**src/hw/rtl/sha1sh_pkg.sv**
```systemverilog
// Shared types, constants and state encodings for the SHA-1 stream hasher.
`timescale 1ns / 1ps

package sha1sh_pkg;

    localparam int unsigned COUNT_W = 61;

    typedef logic [31:0] word_t;
    typedef word_t [0:4] chain_t;

    localparam chain_t INIT_CHAIN = '{
        32'h67452301, 32'hEFCDAB89, 32'h98BADCFE, 32'h10325476, 32'hC3D2E1F0
    };

    localparam word_t K_ROUND0 = 32'h5A827999;
    localparam word_t K_ROUND1 = 32'h6ED9EBA1;
    localparam word_t K_ROUND2 = 32'h8F1BBCDC;
    localparam word_t K_ROUND3 = 32'hCA62C1D6;

    localparam logic [7:0] PAD_MARKER      = 8'h80;
    localparam logic [5:0] BLOCK_LAST_BYTE = 6'h3F;
    localparam logic [1:0] WORD_LAST_BYTE  = 2'd3;
    localparam logic [3:0] LEN_HI_WORD     = 4'd14;
    localparam logic [3:0] LEN_LO_WORD     = 4'd15;
    localparam logic [2:0] LAST_OUT        = 3'd4;
    localparam logic [6:0] SCHED_WORDS     = 7'd16;
    localparam logic [6:0] ROUND_LAST      = 7'd79;
    localparam logic [6:0] PHASE1_START    = 7'd20;
    localparam logic [6:0] PHASE2_START    = 7'd40;
    localparam logic [6:0] PHASE3_START    = 7'd60;

    typedef enum logic [2:0] {
        ST_IDLE,
        ST_PAD,
        ST_COMP_START,
        ST_COMP_WAIT,
        ST_OUT
    } hs_state_t;

    typedef enum logic [1:0] {
        CORE_IDLE,
        CORE_ROUND,
        CORE_FINISH
    } core_state_t;

    typedef struct packed {
        logic busy;
        logic done;
    } core_stat_t;

endpackage

```
**src/hw/rtl/sha1sh_core.sv**
```systemverilog
// SHA-1 compression engine: one round per cycle, message schedule in a 16-word window.
`timescale 1ns / 1ps

module sha1sh_core
(
    input  logic                  clk,
    input  logic                  rst_n,
    input  logic                  start,
    input  sha1sh_pkg::chain_t    chain_in,
    output logic [3:0]            rd_addr,
    input  logic [31:0]           rd_data,
    output sha1sh_pkg::chain_t    chain_out,
    output sha1sh_pkg::core_stat_t stat
);

    sha1sh_pkg::core_state_t state_reg, state_next;
    logic [6:0]  round_reg, round_next;
    logic [6:0]  round_plus1;
    logic [31:0] a_reg, b_reg, c_reg, d_reg, e_reg;
    logic [31:0] win_reg [16];
    logic [31:0] sched_x;
    logic [31:0] w_cur;
    logic [31:0] f_val;
    logic [31:0] k_val;
    logic [31:0] t_val;

    assign round_plus1 = round_reg + 7'd1;
    assign sched_x     = win_reg[13] ^ win_reg[8] ^ win_reg[2] ^ win_reg[0];

    always_comb
    begin
        if (round_reg < sha1sh_pkg::SCHED_WORDS)
        begin
            w_cur = rd_data;
        end
        else
        begin
            w_cur = {sched_x[30:0], sched_x[31]};
        end

        if (round_reg < sha1sh_pkg::PHASE1_START)
        begin
            f_val = d_reg ^ (b_reg & (c_reg ^ d_reg));
            k_val = sha1sh_pkg::K_ROUND0;
        end
        else if (round_reg < sha1sh_pkg::PHASE2_START)
        begin
            f_val = b_reg ^ c_reg ^ d_reg;
            k_val = sha1sh_pkg::K_ROUND1;
        end
        else if (round_reg < sha1sh_pkg::PHASE3_START)
        begin
            f_val = (b_reg & c_reg) | (d_reg & (b_reg | c_reg));
            k_val = sha1sh_pkg::K_ROUND2;
        end
        else
        begin
            f_val = b_reg ^ c_reg ^ d_reg;
            k_val = sha1sh_pkg::K_ROUND3;
        end

        t_val = {a_reg[26:0], a_reg[31:27]} + f_val + e_reg + k_val + w_cur;
    end

    // Prefetch the next schedule word; the idle address primes word 0.
    assign rd_addr = (state_reg == sha1sh_pkg::CORE_IDLE) ? 4'd0 : round_plus1[3:0];

    assign chain_out[0] = chain_in[0] + a_reg;
    assign chain_out[1] = chain_in[1] + b_reg;
    assign chain_out[2] = chain_in[2] + c_reg;
    assign chain_out[3] = chain_in[3] + d_reg;
    assign chain_out[4] = chain_in[4] + e_reg;

    assign stat.busy = (state_reg != sha1sh_pkg::CORE_IDLE);
    assign stat.done = (state_reg == sha1sh_pkg::CORE_FINISH);

    always_comb
    begin
        state_next = state_reg;
        round_next = round_reg;
        unique case (state_reg)
            sha1sh_pkg::CORE_IDLE:
            begin
                if (start)
                begin
                    state_next = sha1sh_pkg::CORE_ROUND;
                    round_next = 7'd0;
                end
            end
            sha1sh_pkg::CORE_ROUND:
            begin
                round_next = round_plus1;
                if (round_reg == sha1sh_pkg::ROUND_LAST)
                begin
                    state_next = sha1sh_pkg::CORE_FINISH;
                end
            end
            sha1sh_pkg::CORE_FINISH:
            begin
                state_next = sha1sh_pkg::CORE_IDLE;
            end
            default:
            begin
                state_next = sha1sh_pkg::CORE_IDLE;
            end
        endcase
    end

    always_ff @(posedge clk or negedge rst_n)
    begin
        if (!rst_n)
        begin
            state_reg <= sha1sh_pkg::CORE_IDLE;
            round_reg <= 7'd0;
        end
        else
        begin
            state_reg <= state_next;
            round_reg <= round_next;
        end
    end

    // Working variables and schedule window.
    always_ff @(posedge clk)
    begin
        if (state_reg == sha1sh_pkg::CORE_IDLE && start)
        begin
            a_reg <= chain_in[0];
            b_reg <= chain_in[1];
            c_reg <= chain_in[2];
            d_reg <= chain_in[3];
            e_reg <= chain_in[4];
        end
        else if (state_reg == sha1sh_pkg::CORE_ROUND)
        begin
            a_reg <= t_val;
            b_reg <= a_reg;
            c_reg <= {b_reg[1:0], b_reg[31:2]};
            d_reg <= c_reg;
            e_reg <= d_reg;
            for (int i = 0; i < 15; i++)
            begin
                win_reg[i] <= win_reg[i + 1];
            end
            win_reg[15] <= w_cur;
        end
    end

endmodule

```
**src/hw/rtl/sha1_stream_hasher_top.sv**
```systemverilog
// Top level of the SHA-1 stream hasher: byte packing, padding, block memory, digest output.
`timescale 1ns / 1ps

// SHA-1 over a byte stream. Each input transaction carries at most one message
// byte (tuser high marks a valid byte in tdata) and tlast ends the message after
// that byte; tlast with tuser low ends the message with no byte, which also
// hashes the empty message. Bytes are packed big-endian into 32-bit words and
// written to a 16-word block memory; the 64th byte of a block starts the
// compression engine, which reads the block back one word per cycle and runs
// one round per cycle. While a full block is compressed (start, 80 rounds,
// chaining add) no byte is taken. At end of message the pad writer fills
// the block from the marker word up to word 15, one word at a time and at
// most 16 words, then compresses; when the marker lands in word 14 or 15 a
// second block is padded in full and compressed as well. The digest then
// leaves as five output transactions, word 0 (most significant) first, tuser
// giving the word position and tlast flagging word 4. After the last word the
// hasher is back at its initial state and takes the next message. Input and
// output are never active at the same time.

module sha1_stream_hasher_top
(
    input  logic        clk,
    input  logic        rst_n,

    input  logic        s_axis_tvalid,
    output logic        s_axis_tready,
    input  logic [7:0]  s_axis_tdata,   // [7:0] data_byte
    input  logic        s_axis_tuser,   // [0] has_byte
    input  logic        s_axis_tlast,   // end_of_message

    output logic        m_axis_tvalid,
    input  logic        m_axis_tready,
    output logic [31:0] m_axis_tdata,   // [31:0] digest_word
    output logic [2:0]  m_axis_tuser,   // [2:0] word_index
    output logic        m_axis_tlast    // last_word
);

    sha1sh_pkg::hs_state_t state_reg, state_next;

    logic [sha1sh_pkg::COUNT_W-1:0] count_reg, count_next;
    sha1sh_pkg::chain_t chain_reg, chain_next;
    logic [31:0] word_reg, word_next;
    logic [3:0]  pad_idx_reg, pad_idx_next;
    logic [2:0]  out_idx_reg, out_idx_next;
    logic        fin_pending_reg, fin_pending_next;
    logic        pad_phase_reg, pad_phase_next;
    logic        len_ok_reg, len_ok_next;
    logic        mark_pending_reg, mark_pending_next;

    // Block memory: 16 words, one write and one registered read per cycle.
    logic [31:0] blk_mem [16];
    logic [31:0] mem_rdata_reg;
    logic        mem_we;
    logic [3:0]  mem_waddr;
    logic [31:0] mem_wdata;

    logic                   core_start;
    logic [3:0]             core_rd_addr;
    sha1sh_pkg::chain_t     core_chain;
    sha1sh_pkg::core_stat_t core_stat;

    logic                   in_accept;
    logic [1:0]             slot;
    logic [3:0]             cur_word_idx;
    logic [sha1sh_pkg::COUNT_W-1:0] count_inc;
    logic [31:0]            byte_word;
    logic [31:0]            mark_word;
    logic [31:0]            pad_word;
    logic [63:0]            bit_len;

    assign s_axis_tready = (state_reg == sha1sh_pkg::ST_IDLE);
    assign in_accept     = s_axis_tvalid && s_axis_tready;
    assign slot          = count_reg[1:0];
    assign cur_word_idx  = count_reg[5:2];
    assign count_inc     = count_reg + {{(sha1sh_pkg::COUNT_W-1){1'b0}}, 1'b1};
    assign bit_len       = {count_reg, 3'b000};

    // Merge the incoming byte into the word being assembled.
    always_comb
    begin
        case (slot)
            2'd0:    byte_word = {s_axis_tdata, word_reg[23:0]};
            2'd1:    byte_word = {word_reg[31:24], s_axis_tdata, word_reg[15:0]};
            2'd2:    byte_word = {word_reg[31:16], s_axis_tdata, word_reg[7:0]};
            default: byte_word = {word_reg[31:8], s_axis_tdata};
        endcase
    end

    // Word that carries the end marker: message bytes above, zeros below.
    always_comb
    begin
        case (slot)
            2'd0:    mark_word = {sha1sh_pkg::PAD_MARKER, 24'h0};
            2'd1:    mark_word = {word_reg[31:24], sha1sh_pkg::PAD_MARKER, 16'h0};
            2'd2:    mark_word = {word_reg[31:16], sha1sh_pkg::PAD_MARKER, 8'h0};
            default: mark_word = {word_reg[31:8], sha1sh_pkg::PAD_MARKER};
        endcase
    end

    always_comb
    begin
        if (mark_pending_reg)
        begin
            pad_word = mark_word;
        end
        else if (len_ok_reg && pad_idx_reg == sha1sh_pkg::LEN_HI_WORD)
        begin
            pad_word = bit_len[63:32];
        end
        else if (len_ok_reg && pad_idx_reg == sha1sh_pkg::LEN_LO_WORD)
        begin
            pad_word = bit_len[31:0];
        end
        else
        begin
            pad_word = 32'h0;
        end
    end

    always_comb
    begin
        state_next        = state_reg;
        count_next        = count_reg;
        chain_next        = chain_reg;
        word_next         = word_reg;
        pad_idx_next      = pad_idx_reg;
        out_idx_next      = out_idx_reg;
        fin_pending_next  = fin_pending_reg;
        pad_phase_next    = pad_phase_reg;
        len_ok_next       = len_ok_reg;
        mark_pending_next = mark_pending_reg;
        mem_we            = 1'b0;
        mem_waddr         = cur_word_idx;
        mem_wdata         = byte_word;
        core_start        = 1'b0;
        m_axis_tvalid     = 1'b0;

        unique case (state_reg)
            sha1sh_pkg::ST_IDLE:
            begin
                if (in_accept)
                begin
                    if (s_axis_tuser)
                    begin
                        word_next  = byte_word;
                        count_next = count_inc;
                        // Commit the word once its last byte arrives.
                        mem_we     = (slot == sha1sh_pkg::WORD_LAST_BYTE);
                    end
                    if (s_axis_tuser && count_reg[5:0] == sha1sh_pkg::BLOCK_LAST_BYTE)
                    begin
                        state_next       = sha1sh_pkg::ST_COMP_START;
                        fin_pending_next = s_axis_tlast;
                        pad_phase_next   = 1'b0;
                    end
                    else if (s_axis_tlast)
                    begin
                        state_next        = sha1sh_pkg::ST_PAD;
                        pad_phase_next    = 1'b1;
                        mark_pending_next = 1'b1;
                        pad_idx_next      = count_next[5:2];
                        len_ok_next       = (count_next[5:2] < sha1sh_pkg::LEN_HI_WORD);
                    end
                end
            end
            sha1sh_pkg::ST_PAD:
            begin
                mem_we            = 1'b1;
                mem_waddr         = pad_idx_reg;
                mem_wdata         = pad_word;
                mark_pending_next = 1'b0;
                if (pad_idx_reg == sha1sh_pkg::LEN_LO_WORD)
                begin
                    state_next = sha1sh_pkg::ST_COMP_START;
                end
                else
                begin
                    pad_idx_next = pad_idx_reg + 4'd1;
                end
            end
            sha1sh_pkg::ST_COMP_START:
            begin
                core_start = 1'b1;
                state_next = sha1sh_pkg::ST_COMP_WAIT;
            end
            sha1sh_pkg::ST_COMP_WAIT:
            begin
                if (core_stat.done)
                begin
                    chain_next = core_chain;
                    if (!pad_phase_reg)
                    begin
                        if (fin_pending_reg)
                        begin
                            // Message ended on a block boundary: pad a fresh block.
                            state_next        = sha1sh_pkg::ST_PAD;
                            pad_phase_next    = 1'b1;
                            fin_pending_next  = 1'b0;
                            mark_pending_next = 1'b1;
                            pad_idx_next      = cur_word_idx;
                            len_ok_next       = (cur_word_idx < sha1sh_pkg::LEN_HI_WORD);
                        end
                        else
                        begin
                            state_next = sha1sh_pkg::ST_IDLE;
                        end
                    end
                    else if (!len_ok_reg)
                    begin
                        // Marker spilled past the length field: one more block.
                        state_next        = sha1sh_pkg::ST_PAD;
                        len_ok_next       = 1'b1;
                        mark_pending_next = 1'b0;
                        pad_idx_next      = 4'd0;
                    end
                    else
                    begin
                        state_next   = sha1sh_pkg::ST_OUT;
                        out_idx_next = 3'd0;
                    end
                end
            end
            sha1sh_pkg::ST_OUT:
            begin
                m_axis_tvalid = 1'b1;
                if (m_axis_tready)
                begin
                    if (out_idx_reg == sha1sh_pkg::LAST_OUT)
                    begin
                        // Digest delivered: return to the initial hash state.
                        state_next       = sha1sh_pkg::ST_IDLE;
                        chain_next       = sha1sh_pkg::INIT_CHAIN;
                        count_next       = '0;
                        pad_phase_next   = 1'b0;
                        fin_pending_next = 1'b0;
                    end
                    else
                    begin
                        out_idx_next = out_idx_reg + 3'd1;
                    end
                end
            end
            default:
            begin
                state_next = sha1sh_pkg::ST_IDLE;
            end
        endcase
    end

    // Digest word select from the chaining registers.
    always_comb
    begin
        case (out_idx_reg)
            3'd0:    m_axis_tdata = chain_reg[0];
            3'd1:    m_axis_tdata = chain_reg[1];
            3'd2:    m_axis_tdata = chain_reg[2];
            3'd3:    m_axis_tdata = chain_reg[3];
            default: m_axis_tdata = chain_reg[4];
        endcase
    end

    assign m_axis_tuser = out_idx_reg;
    assign m_axis_tlast = (out_idx_reg == sha1sh_pkg::LAST_OUT);

    always_ff @(posedge clk or negedge rst_n)
    begin
        if (!rst_n)
        begin
            state_reg        <= sha1sh_pkg::ST_IDLE;
            count_reg        <= '0;
            chain_reg        <= sha1sh_pkg::INIT_CHAIN;
            pad_idx_reg      <= 4'd0;
            out_idx_reg      <= 3'd0;
            fin_pending_reg  <= 1'b0;
            pad_phase_reg    <= 1'b0;
            len_ok_reg       <= 1'b0;
            mark_pending_reg <= 1'b0;
        end
        else
        begin
            state_reg        <= state_next;
            count_reg        <= count_next;
            chain_reg        <= chain_next;
            pad_idx_reg      <= pad_idx_next;
            out_idx_reg      <= out_idx_next;
            fin_pending_reg  <= fin_pending_next;
            pad_phase_reg    <= pad_phase_next;
            len_ok_reg       <= len_ok_next;
            mark_pending_reg <= mark_pending_next;
        end
    end

    always_ff @(posedge clk)
    begin
        word_reg <= word_next;
    end

    always_ff @(posedge clk)
    begin
        if (mem_we)
        begin
            blk_mem[mem_waddr] <= mem_wdata;
        end
        mem_rdata_reg <= blk_mem[core_rd_addr];
    end

    sha1sh_core u_core
    (
        .clk       (clk),
        .rst_n     (rst_n),
        .start     (core_start),
        .chain_in  (chain_reg),
        .rd_addr   (core_rd_addr),
        .rd_data   (mem_rdata_reg),
        .chain_out (core_chain),
        .stat      (core_stat)
    );

    // Input and output sides never overlap.
    assert property (@(posedge clk) disable iff (!rst_n)
        !(s_axis_tready && m_axis_tvalid))
        else $error("input and output active together");

    // The block memory must not change under a running compression.
    assert property (@(posedge clk) disable iff (!rst_n)
        mem_we |-> !core_stat.busy)
        else $error("block memory written during compression");

    // Completion is only seen while waiting for it.
    assert property (@(posedge clk) disable iff (!rst_n)
        core_stat.done |-> state_reg == sha1sh_pkg::ST_COMP_WAIT)
        else $error("compression done outside wait state");

    // A start always launches the engine.
    assert property (@(posedge clk) disable iff (!rst_n)
        state_reg == sha1sh_pkg::ST_COMP_START |=> core_stat.busy)
        else $error("compression engine did not start");

    // Final digest word hands back a cleared byte count and an open input.
    assert property (@(posedge clk) disable iff (!rst_n)
        (m_axis_tvalid && m_axis_tready && m_axis_tlast)
            |=> (count_reg == '0 && s_axis_tready))
        else $error("hasher not restarted after digest");

endmodule

```
**config.mk**
```make
export PLATFORM = sky130hd
export DESIGN_NAME = sha1_stream_hasher_top
export DESIGN_NICKNAME = d
export VERILOG_FILES = /design/src/hw/rtl/sha1sh_pkg.sv /design/src/hw/rtl/sha1sh_core.sv /design/src/hw/rtl/sha1_stream_hasher_top.sv
export SDC_FILE = /design/constraint.sdc
export NUM_CORES = 2
export LEC_CHECK = 0
export ABC_AREA = 0
export ABC_CLOCK_PERIOD_IN_PS = 22700
export BUFFER_PORTS_ARGS = -buffer_cell sky130_fd_sc_hd__buf_2
export CORE_UTILIZATION = 55
export CTS_CLUSTER_DIAMETER = 100
export DETAILED_ROUTE_END_ITERATION = 6
export HOLD_SLACK_MARGIN = 0.1
export PLACE_DENSITY = 0.69
export SYNTH_ARGS = -nofsm -noshare
export SYNTH_HDL_FRONTEND = slang
export SYNTH_SLANG_ARGS = --single-unit
```
**constraint.sdc**
```tcl
create_clock -name clk -period 22.7 [get_ports clk]
set_input_delay 6.81 -clock clk [delete_from_list [all_inputs] [get_ports clk]]
set_output_delay 6.81 -clock clk [all_outputs]
set_load 0.005 [all_outputs]
```
==> metrics.txt <==
largest area contributor in the netlist=edfxtp_1; Post-route DRC=0; Unique masters post-synth=99; worst-path fanout max=46; synth cell count leaders=edfxtp_1, nand2_1, a21oi_1, nor2_1, o21ai_0; Yosys reg bits=1492; total wire length=175.5 mm; Post-Route Skew=0.04254 ns; Final nets=5969; # clock sinks=1492; clock buffer depth=3; DR pass1 iterations=6; Worst-Margin Slew=1.115 ns; total of max-cap violations=0; WHS=0.4125 ns; count leader, synth=edfxtp_1; DR WL/cell=23.72 µm; core area=0.1241 mm²; vias in the first global route=43210; synthesized area=0.06912 mm²; Area Overhead vs Synth=10.69%; CTS root buf=clkbuf_16; post-placement cell count=7108; final setup margin=12.13 ns; syn nets=5951; Clock Pin Slew Worst Setup and Hold Paths=0.06 ns; Worst Hold Class=reg -> reg; Post-CTS Repair Setup Buffers=0; Final Hold Viols=0; Most used DFF post-synth=edfxtp_1; initial antenna violation count=5; # resized after CTS=0; area share of the largest cell type after synthesis=52.83%; Die Width=356.5 µm; Die H=356.5 µm; clk_lat worst skew=0.79 ns; RSZ-0062 raised after global routing=no; layout cells sized above 1=9.167%; Critical Path Sink Type=output port; Initial Utilization=55.69%; YS warnings=0; via/cell ratio=6.175; DIE AREA=0.1271 mm²; first-pass GRT wire length=264.6 mm; Mapped Cells=5609; FILL cells=9452; Port Buffers=51; FFs w/ async S/R, synth=16.35%; cts hold-fix bufs=0; DR iter-0 viols=5322; H-tree levels=4; Required @ worst endpoint=15.89 ns; Slew HR=25.46%; Max Slew Vio Count=0; Top Ports=52; GP Congestion=0.9250; Place WS=12.90 ns; startpoint types=flop; Final HPWL DP=115.1 mm; Total GRT Usage=27.60%; Num CTS Buffers=154; antenna viol nets, final=0; largest cells by area after synthesis=edfxtp_1, dfrtp_1, nand2_1, ha_1, fa_1; CP Data Arrival Time=3.76 ns; Final Non-Filler Cells=7399; Final Critical Period=10.57 ns; largest net degree at the start of global routing=130; sequential area share after synthesis=62.74%; GR Overflow Total=0; status=completed; Setup Crit Path Kind=reg -> out; Max Fclk=0.09464 GHz; Post-Syn Area per Cell=12.32 µm²; TritonCTS clock tree=built; via count=45690; FP Rows=129; Post-synth EDFFs=1216; period utilization=46.55%; # setup viols final=0; setup tns final=0 ns
==> path summary, 6_finish.rpt <==
check | start | endpoint | slack [ns] | cells past startpoint
max in group asynchronous | rst_n | count_reg[39]$_DFFE_PN0P_ | 14.59 | 3
worst max-delay path | m_axis_tuser[2]$_DFFE_PN0P_ | m_axis_tdata[29] | 12.13 | 8
worst min register to register | u_core.win_reg[4][14]$_DFFE_PP_ | u_core.win_reg[3][14]$_DFFE_PP_ | 0.41 | 0
worst min-delay path | u_core.win_reg[4][14]$_DFFE_PP_ | u_core.win_reg[3][14]$_DFFE_PP_ | 0.41 | 0
worst max register to register | u_core.round_reg[5]$_DFFE_PN0P_ | u_core.a_reg[28]$_DFFE_PP_ | 14.83 | 22
min in group asynchronous | rst_n | chain_reg[80]$_DFFE_PN0P_ | 6.03 | 1
==> metrics by stage <==
step                utilization [%]  instance area [µm²]
global placement              57.38                71220
CTS                           61.64                76500
global route                  61.64                76500
detailed placement            57.38                71220
floorplan                         -                69120
finish                        61.64                76510
==> worst max-delay path, cell delays in order, from the launching register on <==
cell     delay (ns)
dfrtp_1        0.52
inv_1          0.10
ha_1           0.20
buf_4          0.25
or4_2          0.99
buf_4          0.40
nor2_1         0.18
a31oi_1        0.06
buf_2          0.17
==> kinds of logic after synthesis <==
kind of cell    after synthesis  share of synthesized area, %
compound gates             1413                         13.31
mux                          39                        0.5684
flops                      1492                         62.74
simple gates               1558                         9.763
xor+xnor                    287                         3.637
buf+inv                     492                         2.699
fa+ha+maj                   328                         7.284
==> cell type report <==
class	count	area [µm²]	area share, %
Antenna cell	2	5.005	0.006542
Clock buffer	187	4089	5.344
Clock inverter	102	1192	1.559
Inverter	244	928.4	1.213
Multi-Input combinational cell	3625	24170	31.60
Sequential cell	1492	43360	56.68
Tap cell	1637	2048	2.677
Timing Repair Buffer	110	708.2	0.9256
==> layer usage <==
layer	share of wire (%)	global-route usage, %	vias up
li1	-	-	20720
met1	43	40.42	22680
met2	45	41.21	1952
met3	8.3	4.977	339
met4	3.6	10.59	6
met5	0.022	0	-
==> layout by cell type, fill, tap and decap left out, types with 23 or more instances in the layout <==
cell type and count:
a211oi_1 59, a21o_1 66, a21oi_1 314, a22o_1 46
a22oi_1 112, a311oi_1 67, a31oi_1 125, and3_1 33
buf_2 50, buf_4 59, clkbuf_1 23, clkbuf_16 155
clkinv_1 29, clkinv_2 29, dfrtp_1 164, dfstp_2 80
dfxtp_1 32, edfxtp_1 1216, fa_1 124, ha_1 204
inv_1 242, mux2i_1 37, nand2_1 899, nand2b_1 43
nand3_1 65, nor2_1 288, nor2b_1 27, nor3_1 46
o21a_1 32, o21ai_0 270, o22ai_1 134, o31ai_1 23
or3_1 34, xnor2_1 183, xor2_1 104
Power is left out: the tool's default activity adds up to more than one toggle a clock period on the data nets, which glitch-free logic cannot reach.
